File: config.mk
export PLATFORM = sky130hd
export DESIGN_NAME = aarm_skid
export DESIGN_NICKNAME = d
export VERILOG_FILES = /design/src/rtl/aarm_pkg.sv /design/src/rtl/aarm_skid.sv
export SDC_FILE = /design/constraint.sdc
export NUM_CORES = 1
export LEC_CHECK = 0
export BUFFER_PORTS_ARGS = -buffer_cell sky130_fd_sc_hd__buf_2
export CAP_MARGIN = 5
export CORE_ASPECT_RATIO = 1.1
export CORE_UTILIZATION = 55
export CTS_BUF_LIST = sky130_fd_sc_hd__clkbuf_4
export CTS_CLUSTER_SIZE = 24
export DETAILED_ROUTE_END_ITERATION = 10
export PLACE_DENSITY = 0.83
export SLEW_MARGIN = 5
export SYNTH_ARGS = -nofsm -noshare
export SYNTH_HDL_FRONTEND = slang
export SYNTH_SLANG_ARGS = --single-unit
File: constraint.sdc
create_clock -name clk -period 40.9 [get_ports clk]
set_input_delay 8.18 -clock clk [delete_from_list [all_inputs] [get_ports clk]]
set_output_delay 8.18 -clock clk [all_outputs]
set_load 0.05 [all_outputs]
File: src/rtl/aarm_pkg.sv
// Shared widths, types and arithmetic helpers for the axis-angle rotation matrix block.
package aarm_pkg;

	// Fixed-point format of every field.
	localparam int FRAC_BITS = 16;
	localparam int DW        = 18;
	localparam int CFG_W     = 8;

	localparam longint ONE     = longint'(1) << FRAC_BITS;
	localparam longint HALF    = longint'(1) << (FRAC_BITS - 1);
	localparam longint ONE_SQ  = longint'(1) << (2 * FRAC_BITS);
	localparam longint FMAX    = (longint'(1) << (DW - 1)) - 1;
	localparam longint LIM     = (ONE < FMAX) ? ONE : FMAX;

	// Stream widths, padded to whole bytes.
	localparam int IN_FIELDS  = 4;
	localparam int OUT_FIELDS = 9;
	localparam int IN_TDATA_W  = ((IN_FIELDS * DW + 7) / 8) * 8;
	localparam int OUT_TDATA_W = ((OUT_FIELDS * DW + 7) / 8) * 8;

	// Product and rounding widths.
	localparam int PROD_W = 2 * DW;
	localparam int Q_W    = PROD_W + 1 - FRAC_BITS;
	localparam int T_W    = ((FRAC_BITS + 2 > DW) ? FRAC_BITS + 2 : DW) + 1;
	localparam int TQ_W   = T_W + Q_W;
	localparam int TR_W   = TQ_W + 1 - FRAC_BITS;

	// Square root of 1 - c*c.
	localparam int RAD_W  = 2 * FRAC_BITS + 2;
	localparam int D_W    = ((PROD_W > RAD_W) ? PROD_W : RAD_W) + 1;
	localparam int SQ_DIG = RAD_W / 2;
	localparam int S_W    = FRAC_BITS + 1;
	localparam int REM_W  = S_W + 3;
	localparam int SQ_PER = 2;
	localparam int SQ_STG = (SQ_DIG + SQ_PER - 1) / SQ_PER;

	// Sine products and matrix entry sums.
	localparam int SA_W = S_W + 1 + DW;
	localparam int SR_W = SA_W + 1 - FRAC_BITS;
	localparam int E_W  = ((TR_W > SR_W) ? ((TR_W > DW) ? TR_W : DW)
		: ((SR_W > DW) ? SR_W : DW)) + 2;

	// Order of the quadratic axis terms.
	localparam int Q_XX = 0;
	localparam int Q_YY = 1;
	localparam int Q_ZZ = 2;
	localparam int Q_XY = 3;
	localparam int Q_XZ = 4;
	localparam int Q_YZ = 5;
	localparam int NQ   = 6;

	localparam int AX_X = 0;
	localparam int AX_Y = 1;
	localparam int AX_Z = 2;

	// Item data that travels alongside the square root.
	typedef struct packed {
		logic                      deg;
		logic [2:0][DW-1:0]        axis;
		logic [DW-1:0]             c;
		logic [T_W-1:0]            t;
		logic [NQ-1:0][Q_W-1:0]    q;
	} side_t;

	// One finished matrix.
	typedef struct packed {
		logic                          deg;
		logic [OUT_FIELDS-1:0][DW-1:0] rot;
	} res_t;

	// Round to nearest, ties toward plus infinity, for a full axis product.
	function automatic logic signed [Q_W-1:0] rnd_prod(input logic signed [PROD_W-1:0] p);
		logic signed [PROD_W:0] sum;
		sum = (PROD_W + 1)'(p) + $signed((PROD_W + 1)'(HALF));
		return sum[PROD_W:FRAC_BITS];
	endfunction

	function automatic logic signed [TR_W-1:0] rnd_tq(input logic signed [TQ_W-1:0] p);
		logic signed [TQ_W:0] sum;
		sum = (TQ_W + 1)'(p) + $signed((TQ_W + 1)'(HALF));
		return sum[TQ_W:FRAC_BITS];
	endfunction

	function automatic logic signed [SR_W-1:0] rnd_sa(input logic signed [SA_W-1:0] p);
		logic signed [SA_W:0] sum;
		sum = (SA_W + 1)'(p) + $signed((SA_W + 1)'(HALF));
		return sum[SA_W:FRAC_BITS];
	endfunction

	// Clamp an entry sum to plus or minus the limit.
	function automatic logic [DW-1:0] sat_entry(input logic signed [E_W-1:0] e);
		logic signed [E_W-1:0] lim;
		lim = $signed(E_W'(LIM));
		if (e > lim) begin
			return DW'(lim);
		end else if (e < -lim) begin
			return DW'(-lim);
		end
		return e[DW-1:0];
	endfunction

endpackage

File: src/rtl/aarm_skid.sv
// Output register with one skid entry; stalls the pipeline only when the skid is full.
module aarm_skid (
	input  logic              clk,
	input  logic              arst_n,
	input  logic              in_valid,
	input  aarm_pkg::res_t    in_res,
	output logic              pipe_en,
	output logic              out_valid,
	input  logic              out_ready,
	output aarm_pkg::res_t    out_res
);
	import aarm_pkg::*;

	logic    out_valid_q;
	logic    skid_valid_q;
	res_t    out_res_q;
	res_t    skid_res_q;
	logic    out_free;

	assign pipe_en  = !skid_valid_q;
	assign out_free = !out_valid_q || out_ready;

	// Occupancy of the output and skid slots.
	always_ff @(posedge clk or negedge arst_n) begin
		if (!arst_n) begin
			out_valid_q  <= 1'b0;
			skid_valid_q <= 1'b0;
		end else if (out_free) begin
			out_valid_q  <= skid_valid_q || in_valid;
			skid_valid_q <= 1'b0;
		end else if (in_valid && !skid_valid_q) begin
			skid_valid_q <= 1'b1;
		end
	end

	// Payload moves: skid drains first, then the pipeline end.
	always_ff @(posedge clk) begin
		if (out_free) begin
			out_res_q <= skid_valid_q ? skid_res_q : in_res;
		end else if (in_valid && !skid_valid_q) begin
			skid_res_q <= in_res;
		end
	end

	assign out_valid = out_valid_q;
	assign out_res   = out_res_q;

endmodule

==> impl_metrics.ini <==
[sta]
setup_tns_ns = 0
skew_ns = 0.0486
period_share_pct = 24.5
setup_slack_ns = 30.90
fmax_ghz = 0.100
hold_viol = 0
finalSetupViolations = 0
final-max-slew-violation-count = 0
slew_headroom_pct = 32.7
rsz0062_at_grt = false
layout_min_cycle_time_ns = 10.00
worst_slew_pin_slew_ns = 1.01

[critical_path]
reg2reg_from = out_valid
path_common_cell = buf_4
crit_chain = buf_2, nand2b_4, nor3b_2, buf_4, buf_4
cp_num_buf_inv = 3
crit_path_end = skid_res_q[135]
cp_num_cells = 5
r2r_cells = 4
cp-startpoint = out_ready
cp-start-kind = input port
regToRegSetupSlack_ns = 38.19
cp_max_fo = 58
arrival_ns = 10.27
max_stage_delay_ns = 0.69
required_ns = 41.16
worst_path_max_delay_cell = buf_4
critPathKind = in2reg
cp-end-kind = flop
r2r-end = skid_res_q[135]
path_delay_family = buffers and inverters

[clock_network]
post_cts_buffers = 0
clock_latency_ns = 0.68
cts_tree = yes
clock_sinks = 328
cts_resized = 0
cts_buffers = 77
ctsHtreeMaxLevel = 3
cts-root-buf = clkbuf_4
clock_path_buffers = 3
cts-hold-fix-buffers = 0
cts.clk_slew.worst_paths_ns = 0.07

[place]
post-place-cells = 1125
port_buffers = 331
dp_hpwl_um = 15100
gp_congestion = 0.756
place_ws_ns = 30.24
dpl-instance-area_um2 = 13800

[synth]
synth_top_area_share_pct = 82.4
synth_warnings = 0
synth_top_area_cell = edfxtp_1
synth_fp_nets = 682
synth.cell_area_um2 = 11900
syn_area_per_cell_um2 = 23.1
ys_top_cells_by_area = edfxtp_1 82%, mux2_2 15%, buf_6 1.3%, dfrtp_1 0.42%, buf_4 0.13%
synth.ff_latch_count = 328
synthCells = 515
ys_types = 11
ys_seq_area_share_pct = 82.8

[route]
drt_iter0_markers = 292
drc = 0
via_per_inst = 5.03
totalWireLength_um = 23300
firstDrtPassIters = 4
wl_per_cell_um = 18.4
via_count = 6379
drt.antenna.violating_nets = 0

[power]
ir_drop_v = 0.0000346
total_power_mw = 0.794
leakagePower_nw = 5.74
power_density_nw_per_um2 = 53.5

[finish]
nets = 1081
stdcell_count = 1269
drive_gt1_share_pct = 64.8
final_common_cell = buf_2
final_area_um2 = 14900
syn2layout_area_growth_pct = 25.0
final_cell_mix = 331 x buf_2, 326 x edfxtp_1, 163 x mux2_2, 122 x clkbuf_4, 11 x clkinv_1

[grt]
grt_start_max_net_pins = 74
track_usage_pct = 20.8
grt_pass1_vias = 6486
antenna_found_initial = 6
grt_pass1_wl_um = 34500
overflow = 0

[worst_hold_path]
hold_path_class = reg2reg

[die]
core_area_um2 = 21200
fp-row-count = 56
die_h_um = 156
die_x_um = 142
ios = 332
die-area_um2 = 22200
start_util_pct = 56.0

[flow_run]
cap_violations = 0

[run_status]
outcome = finished clean
==> worst min path at each step <==
stage                    start            to  slack [ns]  depth (start not counted)
5_1_grt        skid_res_q[162]  out_res[162]        0.53                          1
2_1_floorplan    skid_res_q[0]    out_res[0]        0.52                          1
4_1_cts        skid_res_q[161]  out_res[161]        0.51                          1
3_5_place_dp    skid_res_q[71]   out_res[71]        0.53                          1
6_report       skid_res_q[162]  out_res[162]        0.51                          1
3_3_place_gp    skid_res_q[30]   out_res[30]        0.53                          1
==> worst reg2reg max path, delay by kind of cell, from the launching register on <==
| family | cells | cell delay (ns) |
|---|---|---|
| buf+inv | 2 | 1.14 |
| simple gates | 2 | 0.75 |
| flops | 1 | 0.41 |
==> cells in the mapped netlist <==
cell type,instances
inv_1,1
buf_6,14
nor3b_1,1
nand2b_1,1
nor2_1,2
nand2_1,1
buf_2,2
buf_4,2
edfxtp_1,326
dfrtp_1,2
mux2_2,163
==> flip-flops by register name (all words and copies together), names as in the netlist <==
| signal | count |
|---|---|
| out_res | 163 |
| out_valid | 1 |
| skid_res_q | 163 |
| skid_valid_q | 1 |
==> final cells by class <==
cell class                 instances  area [um2]
inverter                           1        3.75
sequential                       328        9840
antenna                            7        17.5
clock buffer                     122         916
fill                            1401        6370
timing repair buffer             338        1710
clock inverter                    15         135
multi-input combinational        168        1870
tap                              290         363
==> cells by family (layout without fill, tap and decap cells) <==
family                 count (synthesis)  after routing  share of synthesized area (%)
AND/OR/NAND/NOR                        5              5                          0.211
buffers and inverters                 19            476                           1.57
flip-flops                           328            328                           82.8
multiplexers                         163            163                           15.4
other                                  0              7                              0
==> routing by layer <==
| layer | track usage (%) | share of wire (%) | up-vias |
|---|---|---|---|
| met5 | 0 | 0 | - |
| met4 | 11.4 | 3.1 | 0 |
| met3 | 7.92 | 8.7 | 57 |
| met2 | 33.6 | 50 | 288 |
| met1 | 24.1 | 38 | 3093 |
| li1 | - | - | 2941 |
==> power breakdown <==
part | internal, mW | switching, mW
Sequential | 0.398 | 0.00669
Combinational | 0.0302 | 0.0829
Clock | 0.154 | 0.122
==> metrics by stage <==
stage,hold slack [ns],utilization [%]
3_3_place_gp,0.526,65.0
6_report,0.508,70.0
3_5_place_dp,0.531,65.0
5_1_grt,0.534,70.0
2_1_floorplan,0.523,-
4_1_cts,0.512,69.9
Note: power is estimated with default switching activity, not from simulation.
