`config.mk`:
```
export PLATFORM = sky130hd
export DESIGN_NAME = aarm_sqrt
export DESIGN_NICKNAME = d
export VERILOG_FILES = /design/src/rtl/aarm_pkg.sv /design/src/rtl/aarm_sqrt.sv
export SDC_FILE = /design/constraint.sdc
export NUM_CORES = 2
export LEC_CHECK = 0
export ABC_CLOCK_PERIOD_IN_PS = 11200
export BUFFER_PORTS_ARGS = -buffer_cell sky130_fd_sc_hd__buf_2
export CAP_MARGIN = 20
export CORE_MARGIN = 2
export CORE_UTILIZATION = 40
export DETAILED_ROUTE_END_ITERATION = 10
export SETUP_SLACK_MARGIN = 0.1
export SLEW_MARGIN = 20
export SYNTH_ARGS = -nofsm -noshare
export SYNTH_HDL_FRONTEND = slang
export SYNTH_SLANG_ARGS = --single-unit
```
`constraint.sdc`:
```
create_clock -name clk -period 11.2 [get_ports clk]
set_clock_uncertainty 0.1 [all_clocks]
set_input_delay 1.12 -clock clk [delete_from_list [all_inputs] [get_ports clk]]
set_output_delay 1.12 -clock clk [all_outputs]
set_load 0.03 [all_outputs]
```
`src/rtl/aarm_pkg.sv`:
```
// Shared widths, types and arithmetic helpers for the axis-angle rotation matrix block.
package aarm_pkg;

	// Fixed-point format of every field.
	localparam int FRAC_BITS = 16;
	localparam int DW        = 18;
	localparam int CFG_W     = 8;

	localparam longint ONE     = longint'(1) << FRAC_BITS;
	localparam longint HALF    = longint'(1) << (FRAC_BITS - 1);
	localparam longint ONE_SQ  = longint'(1) << (2 * FRAC_BITS);
	localparam longint FMAX    = (longint'(1) << (DW - 1)) - 1;
	localparam longint LIM     = (ONE < FMAX) ? ONE : FMAX;

	// Stream widths, padded to whole bytes.
	localparam int IN_FIELDS  = 4;
	localparam int OUT_FIELDS = 9;
	localparam int IN_TDATA_W  = ((IN_FIELDS * DW + 7) / 8) * 8;
	localparam int OUT_TDATA_W = ((OUT_FIELDS * DW + 7) / 8) * 8;

	// Product and rounding widths.
	localparam int PROD_W = 2 * DW;
	localparam int Q_W    = PROD_W + 1 - FRAC_BITS;
	localparam int T_W    = ((FRAC_BITS + 2 > DW) ? FRAC_BITS + 2 : DW) + 1;
	localparam int TQ_W   = T_W + Q_W;
	localparam int TR_W   = TQ_W + 1 - FRAC_BITS;

	// Square root of 1 - c*c.
	localparam int RAD_W  = 2 * FRAC_BITS + 2;
	localparam int D_W    = ((PROD_W > RAD_W) ? PROD_W : RAD_W) + 1;
	localparam int SQ_DIG = RAD_W / 2;
	localparam int S_W    = FRAC_BITS + 1;
	localparam int REM_W  = S_W + 3;
	localparam int SQ_PER = 2;
	localparam int SQ_STG = (SQ_DIG + SQ_PER - 1) / SQ_PER;

	// Sine products and matrix entry sums.
	localparam int SA_W = S_W + 1 + DW;
	localparam int SR_W = SA_W + 1 - FRAC_BITS;
	localparam int E_W  = ((TR_W > SR_W) ? ((TR_W > DW) ? TR_W : DW)
		: ((SR_W > DW) ? SR_W : DW)) + 2;

	// Order of the quadratic axis terms.
	localparam int Q_XX = 0;
	localparam int Q_YY = 1;
	localparam int Q_ZZ = 2;
	localparam int Q_XY = 3;
	localparam int Q_XZ = 4;
	localparam int Q_YZ = 5;
	localparam int NQ   = 6;

	localparam int AX_X = 0;
	localparam int AX_Y = 1;
	localparam int AX_Z = 2;

	// Item data that travels alongside the square root.
	typedef struct packed {
		logic                      deg;
		logic [2:0][DW-1:0]        axis;
		logic [DW-1:0]             c;
		logic [T_W-1:0]            t;
		logic [NQ-1:0][Q_W-1:0]    q;
	} side_t;

	// One finished matrix.
	typedef struct packed {
		logic                          deg;
		logic [OUT_FIELDS-1:0][DW-1:0] rot;
	} res_t;

	// Round to nearest, ties toward plus infinity, for a full axis product.
	function automatic logic signed [Q_W-1:0] rnd_prod(input logic signed [PROD_W-1:0] p);
		logic signed [PROD_W:0] sum;
		sum = (PROD_W + 1)'(p) + $signed((PROD_W + 1)'(HALF));
		return sum[PROD_W:FRAC_BITS];
	endfunction

	function automatic logic signed [TR_W-1:0] rnd_tq(input logic signed [TQ_W-1:0] p);
		logic signed [TQ_W:0] sum;
		sum = (TQ_W + 1)'(p) + $signed((TQ_W + 1)'(HALF));
		return sum[TQ_W:FRAC_BITS];
	endfunction

	function automatic logic signed [SR_W-1:0] rnd_sa(input logic signed [SA_W-1:0] p);
		logic signed [SA_W:0] sum;
		sum = (SA_W + 1)'(p) + $signed((SA_W + 1)'(HALF));
		return sum[SA_W:FRAC_BITS];
	endfunction

	// Clamp an entry sum to plus or minus the limit.
	function automatic logic [DW-1:0] sat_entry(input logic signed [E_W-1:0] e);
		logic signed [E_W-1:0] lim;
		lim = $signed(E_W'(LIM));
		if (e > lim) begin
			return DW'(lim);
		end else if (e < -lim) begin
			return DW'(-lim);
		end
		return e[DW-1:0];
	endfunction

endpackage

```
`src/rtl/aarm_sqrt.sv`:
```
// Pipelined digit-by-digit square root with round to nearest; carries item data alongside.
module aarm_sqrt (
	input  logic                          clk,
	input  logic                          arst_n,
	input  logic                          ce,
	input  logic                          in_valid,
	input  logic [aarm_pkg::RAD_W-1:0]    in_rad,
	input  aarm_pkg::side_t               in_side,
	output logic                          out_valid,
	output logic [aarm_pkg::S_W-1:0]      out_root,
	output aarm_pkg::side_t               out_side
);
	import aarm_pkg::*;

	logic                 vld_s   [SQ_STG];
	logic [RAD_W-1:0]     rad_s   [SQ_STG];
	logic [REM_W-1:0]     rem_s   [SQ_STG];
	logic [S_W-1:0]       root_s  [SQ_STG];
	side_t                side_s  [SQ_STG];

	logic [RAD_W-1:0]     rad_n   [SQ_STG];
	logic [REM_W-1:0]     rem_n   [SQ_STG];
	logic [S_W-1:0]       root_n  [SQ_STG];

	logic                 vld_out_s;
	logic [S_W-1:0]       sine_s;
	side_t                side_out_s;

	// Each stage resolves SQ_PER root digits from the previous stage's remainder.
	always_comb begin
		logic [RAD_W-1:0] rd;
		logic [REM_W-1:0] rm;
		logic [REM_W-1:0] rem2;
		logic [REM_W-1:0] trial;
		logic [S_W-1:0]   rt;
		int               d;
		for (int j = 0; j < SQ_STG; j++) begin
			if (j == 0) begin
				rd = in_rad;
				rm = '0;
				rt = '0;
			end else begin
				rd = rad_s[j-1];
				rm = rem_s[j-1];
				rt = root_s[j-1];
			end
			for (int k = 0; k < SQ_PER; k++) begin
				d = j * SQ_PER + k;
				if (d < SQ_DIG) begin
					rem2  = {rm[REM_W-3:0], rd[RAD_W-1-2*d -: 2]};
					trial = {1'b0, rt, 2'b01};
					if (rem2 >= trial) begin
						rm = rem2 - trial;
						rt = {rt[S_W-2:0], 1'b1};
					end else begin
						rm = rem2;
						rt = {rt[S_W-2:0], 1'b0};
					end
				end
			end
			rad_n[j]  = rd;
			rem_n[j]  = rm;
			root_n[j] = rt;
		end
	end

	// Valid bits of the digit stages and the rounding stage.
	always_ff @(posedge clk or negedge arst_n) begin
		if (!arst_n) begin
			for (int j = 0; j < SQ_STG; j++) begin
				vld_s[j] <= 1'b0;
			end
			vld_out_s <= 1'b0;
		end else if (ce) begin
			vld_s[0] <= in_valid;
			for (int j = 1; j < SQ_STG; j++) begin
				vld_s[j] <= vld_s[j-1];
			end
			vld_out_s <= vld_s[SQ_STG-1];
		end
	end

	// Digit stage payload.
	always_ff @(posedge clk) begin
		if (ce) begin
			side_s[0] <= in_side;
			for (int j = 1; j < SQ_STG; j++) begin
				side_s[j] <= side_s[j-1];
			end
			for (int j = 0; j < SQ_STG; j++) begin
				rad_s[j]  <= rad_n[j];
				rem_s[j]  <= rem_n[j];
				root_s[j] <= root_n[j];
			end
		end
	end

	// Round to nearest: add one when the remainder exceeds the floor root.
	always_ff @(posedge clk) begin
		if (ce) begin
			sine_s     <= root_s[SQ_STG-1]
				+ S_W'(rem_s[SQ_STG-1] > REM_W'(root_s[SQ_STG-1]));
			side_out_s <= side_s[SQ_STG-1];
		end
	end

	assign out_valid = vld_out_s;
	assign out_root  = sine_s;
	assign out_side  = side_out_s;

endmodule

```
==> key figures <==
Yosys
  – Top_reg_cell synth: edfxtp_1
  – Synthesized area per cell: 19.82 um^2
  – Yosys reg bits: 2580
  – Async SR Flop Fraction: 0.3876%
  – Xor/xnor cell area share of the yosys netlist: 1.954%
  – Synth Area in Compound Gates: 4.272%
  – Simple-gate portion of the synthesized area: 4.011%
  – Mapped Area: 90550 um^2
  – Largest family of logic cells by synthesized area: compound AO/OA/AOI/OAI gates
  – Post-synthesis mux area share: 0.6494%
  – Synthesized netlist cell count: 4568
  – Ys Warns: 0
  – Synth cell types: 90
  – EDFF count, synth: 2570
  – Post-synthesis sequential area ratio: 85.50%
  – Fraction of the mapped netlist area in adder cells: 2.598%

Clock tree
  – Root Buffer: clkbuf_16
  – Clk buf depth: 4
  – Post_cts resized: 0
  – CTS tree: done
  – Clock sink count: 2580
  – CTS Hold Buffers Added: 1
  – Clock latency on the worst-skew pair: 0.90 ns
  – Reg clk slew, reported paths: 0.06 ns
  – Post-CTS Setup Repair Bufs: 0
  – Max H-tree Level: 5
  – Total CTS buffers: 287

Timing
  – Final Max Tran Viols: 0
  – Fin crit share: 58.88%
  – Fin Setup TNS: 0 ns
  – RSZ-0062 raised after global routing: no
  – Fin. Hold Viols: 0
  – Endpoints failing setup: 0
  – Slew margin rel.: 22.93%
  – Final WS setup: 4.605 ns
  – Fmax: 151.6 MHz
  – Worst slew pin tran: 1.156 ns
  – Min Tclk post-route: 6.595 ns

Status
  – Status: completed

Global routing
  – Largest net degree at the start of global routing: 212
  – Global-route wire length before repair: 224200 um
  – Total grt overflow: 0
  – Antenna violations before repair: 31
  – Vias in the first global route: 39970
  – Total GRT Usage: 12.45%

Routing
  – Detailed Route Iter0 Violations: 3262
  – ANT nets after route: 0
  – Routed vias: 40490
  – Vias per inst: 4.756
  – Drt wl/cell: 17.23 um
  – Residual DRC: 0
  – First drt pass iteration count: 6
  – Routed wire length: 146700 um

Pwr
  – Leak Pwr: 37.87 nW
  – Design Power: 23.59 mW
  – Worst IR Drop VDD: 0.1375 mV
  – PD cells: 222.9 nW/um^2

Final layout
  – Most frequent cells in the layout: edfxtp_1 (2570), buf_2 (490), clkbuf_16 (291)
  – Commonest non-fill, non-tap cell in the layout: edfxtp_1
  – Area Overhead vs Synth: 16.85%
  – Share of layout cells above drive strength 1: 18.10%
  – Final Cell Area: 105800 um^2
  – Fin nets: 5766

Critical path
  – CP Capture Type: flip-flop
  – Cell Chain, Critical Path: inv_1, ha_1, nand2b_1, a2111oi_0, a211oi_1, o21ai_2, inv_2, o31ai_1, ha_1, nand2_1, nor2_1, and4_1, nor2b_1, a211oi_1, nand4_1, a211oi_1, nor2b_2, inv_1, mux2_2
  – WP data arrival: 7.08 ns
  – WP data required: 11.68 ns
  – WS Path Type: flip-flop to flip-flop
  – Worst-path fanout max: 22
  – CP Launch Type: flip-flop
  – CP max stage delay: 0.82 ns
  – Most frequent CP cell: a211oi_1
  – CP max-delay cell: nor2b_2

Die
  – CORE AREA: 224900 um^2
  – Ports: 492
  – Die ar.: 230200 um^2
  – Row count: 174
  – Die Span Y: 479.8 um
  – Die Width: 479.8 um
  – Initial Util: 40.26%

Worst hold path
  – Worst min path class: flip-flop to flip-flop

Job
  – Maxcap violations: 0

Place
  – Post-DP HPWL: 92730 um
  – Pre-CTS WS: 4.490 ns
  – Gpl congestion: 0.8905
  – Placed inst area: 96870 um^2
  – Port Buffers: 491
[report_power, final]
part	internal (mW)	switching, mW	total, mW
sequential	11.6	0.314	11.9
clock	5.35	3.52	8.87
combinational	1.10	1.70	2.80
[final cells by class]
| type | instances | area (um^2) |
|---|---|---|
| clock buffer | 339 | 7492 |
| tap | 2992 | 3744 |
| multi-input combinational | 1758 | 12240 |
| clock inverter | 146 | 1420 |
| sequential | 2580 | 77420 |
| timing repair buffer | 518 | 2819 |
| fill | 18700 | 119100 |
| antenna | 3 | 7.507 |
| inverter | 177 | 669.4 |
[sequential cells by signal, summed over array words and instances, names as in the netlist]
name,count
side_s,1962
out_side,218
rem_s,156
rad_s,128
root_s,89
out_root,17
vld_s,9
out_valid,1
[worst max-delay path: cells and delay by family, from the launching register on]
kind,cells,cell delay (ns)
AOI/OAI and AO/OA,6,2.46
adders and majority gates,2,0.57
buffers and inverters,3,0.65
DFF,1,0.46
muxes,1,0.34
and+or+nand+nor,7,1.75
[worst paths after layout]
path,end,cells past startpoint,from,slack (ns)
min in group asynchronous,out_valid$_DFFE_PN0P_,2,arst_n,0.54
hold reg to reg,side_s[3][113]$_DFFE_PP_,0,side_s[2][113]$_DFFE_PP_,0.28
setup reg to reg,rem_s[0][107]$_DFFE_PP_,19,rad_s[0][148]$_DFFE_PP_,4.61
hold / removal,side_s[3][113]$_DFFE_PP_,0,side_s[2][113]$_DFFE_PP_,0.28
setup / recovery,rem_s[0][107]$_DFFE_PP_,19,rad_s[0][148]$_DFFE_PP_,4.61
max in group asynchronous,vld_s[1]$_DFFE_PN0P_,2,arst_n,10.27
[routing by layer]
metal / GRT usage, % / wire (um) / vias up
met5: 0 / 108 / -
met4: 4.249 / 4067 / 18
met1: 16.77 / 65460 / 19740
met2: 19.35 / 67780 / 1011
li1: - / - / 19380
met3: 3.648 / 9245 / 344
[cells by family (layout without fill, tap and decap cells)]
group	after synthesis	count (layout)
AO/OA/AOI/OAI	591	591
buffers and inverters	231	1180
flip-flops	2580	2580
adder cells (fa/ha/maj)	188	188
AND/OR/NAND/NOR	722	722
other	1	5
multiplexers	53	53
XOR/XNOR	202	202
[per-stage QoR]
step	utilization, %	cells	hold slack, ns
6_report	47.05	8513	0.2763
5_1_grt	47.05	8511	0.1943
4_1_cts	47.04	8509	0.1733
3_5_place_dp	43.08	8023	0.3045
3_3_place_gp	43.08	8023	0.3001
2_1_floorplan	-	4569	0.3003
[synthesized netlist by cell type, types with 7 or more instances]
| master | count | area share (%) |
|---|---|---|
| a31oi_1 | 16 | 0.11 |
| dfrtp_1 | 10 | 0.28 |
| xnor2_1 | 143 | 1.4 |
| nand3_1 | 60 | 0.33 |
| inv_1 | 172 | 0.71 |
| mux2i_1 | 10 | 0.11 |
| o21a_1 | 27 | 0.22 |
| o31ai_1 | 16 | 0.13 |
| a211oi_1 | 22 | 0.18 |
| and3_1 | 14 | 0.097 |
| o21bai_1 | 14 | 0.12 |
| or4_1 | 18 | 0.15 |
| nor4_1 | 31 | 0.21 |
| o21ai_0 | 102 | 0.56 |
| nand2_1 | 153 | 0.63 |
| buf_2 | 15 | 0.083 |
| edfxtp_1 | 2570 | 85 |
| nor2_1 | 210 | 0.87 |
| a21oi_1 | 188 | 1.0 |
| nor3b_1 | 7 | 0.058 |
| mux2_2 | 42 | 0.52 |
| nand2b_1 | 38 | 0.26 |
| a311oi_1 | 7 | 0.068 |
| or3_1 | 15 | 0.10 |
| clkbuf_1 | 31 | 0.13 |
| xor2_1 | 59 | 0.57 |
| ha_1 | 188 | 2.6 |
| a211o_1 | 8 | 0.077 |
| and2_1 | 13 | 0.090 |
| nor3_1 | 56 | 0.31 |
| a21o_1 | 70 | 0.58 |
| or2_2 | 15 | 0.10 |
| o31a_1 | 13 | 0.13 |
| a2111oi_0 | 11 | 0.11 |
| nand4_1 | 33 | 0.23 |
| o211ai_1 | 17 | 0.14 |
| nor2b_1 | 26 | 0.18 |
Note: power is estimated with default switching activity, not from simulation.
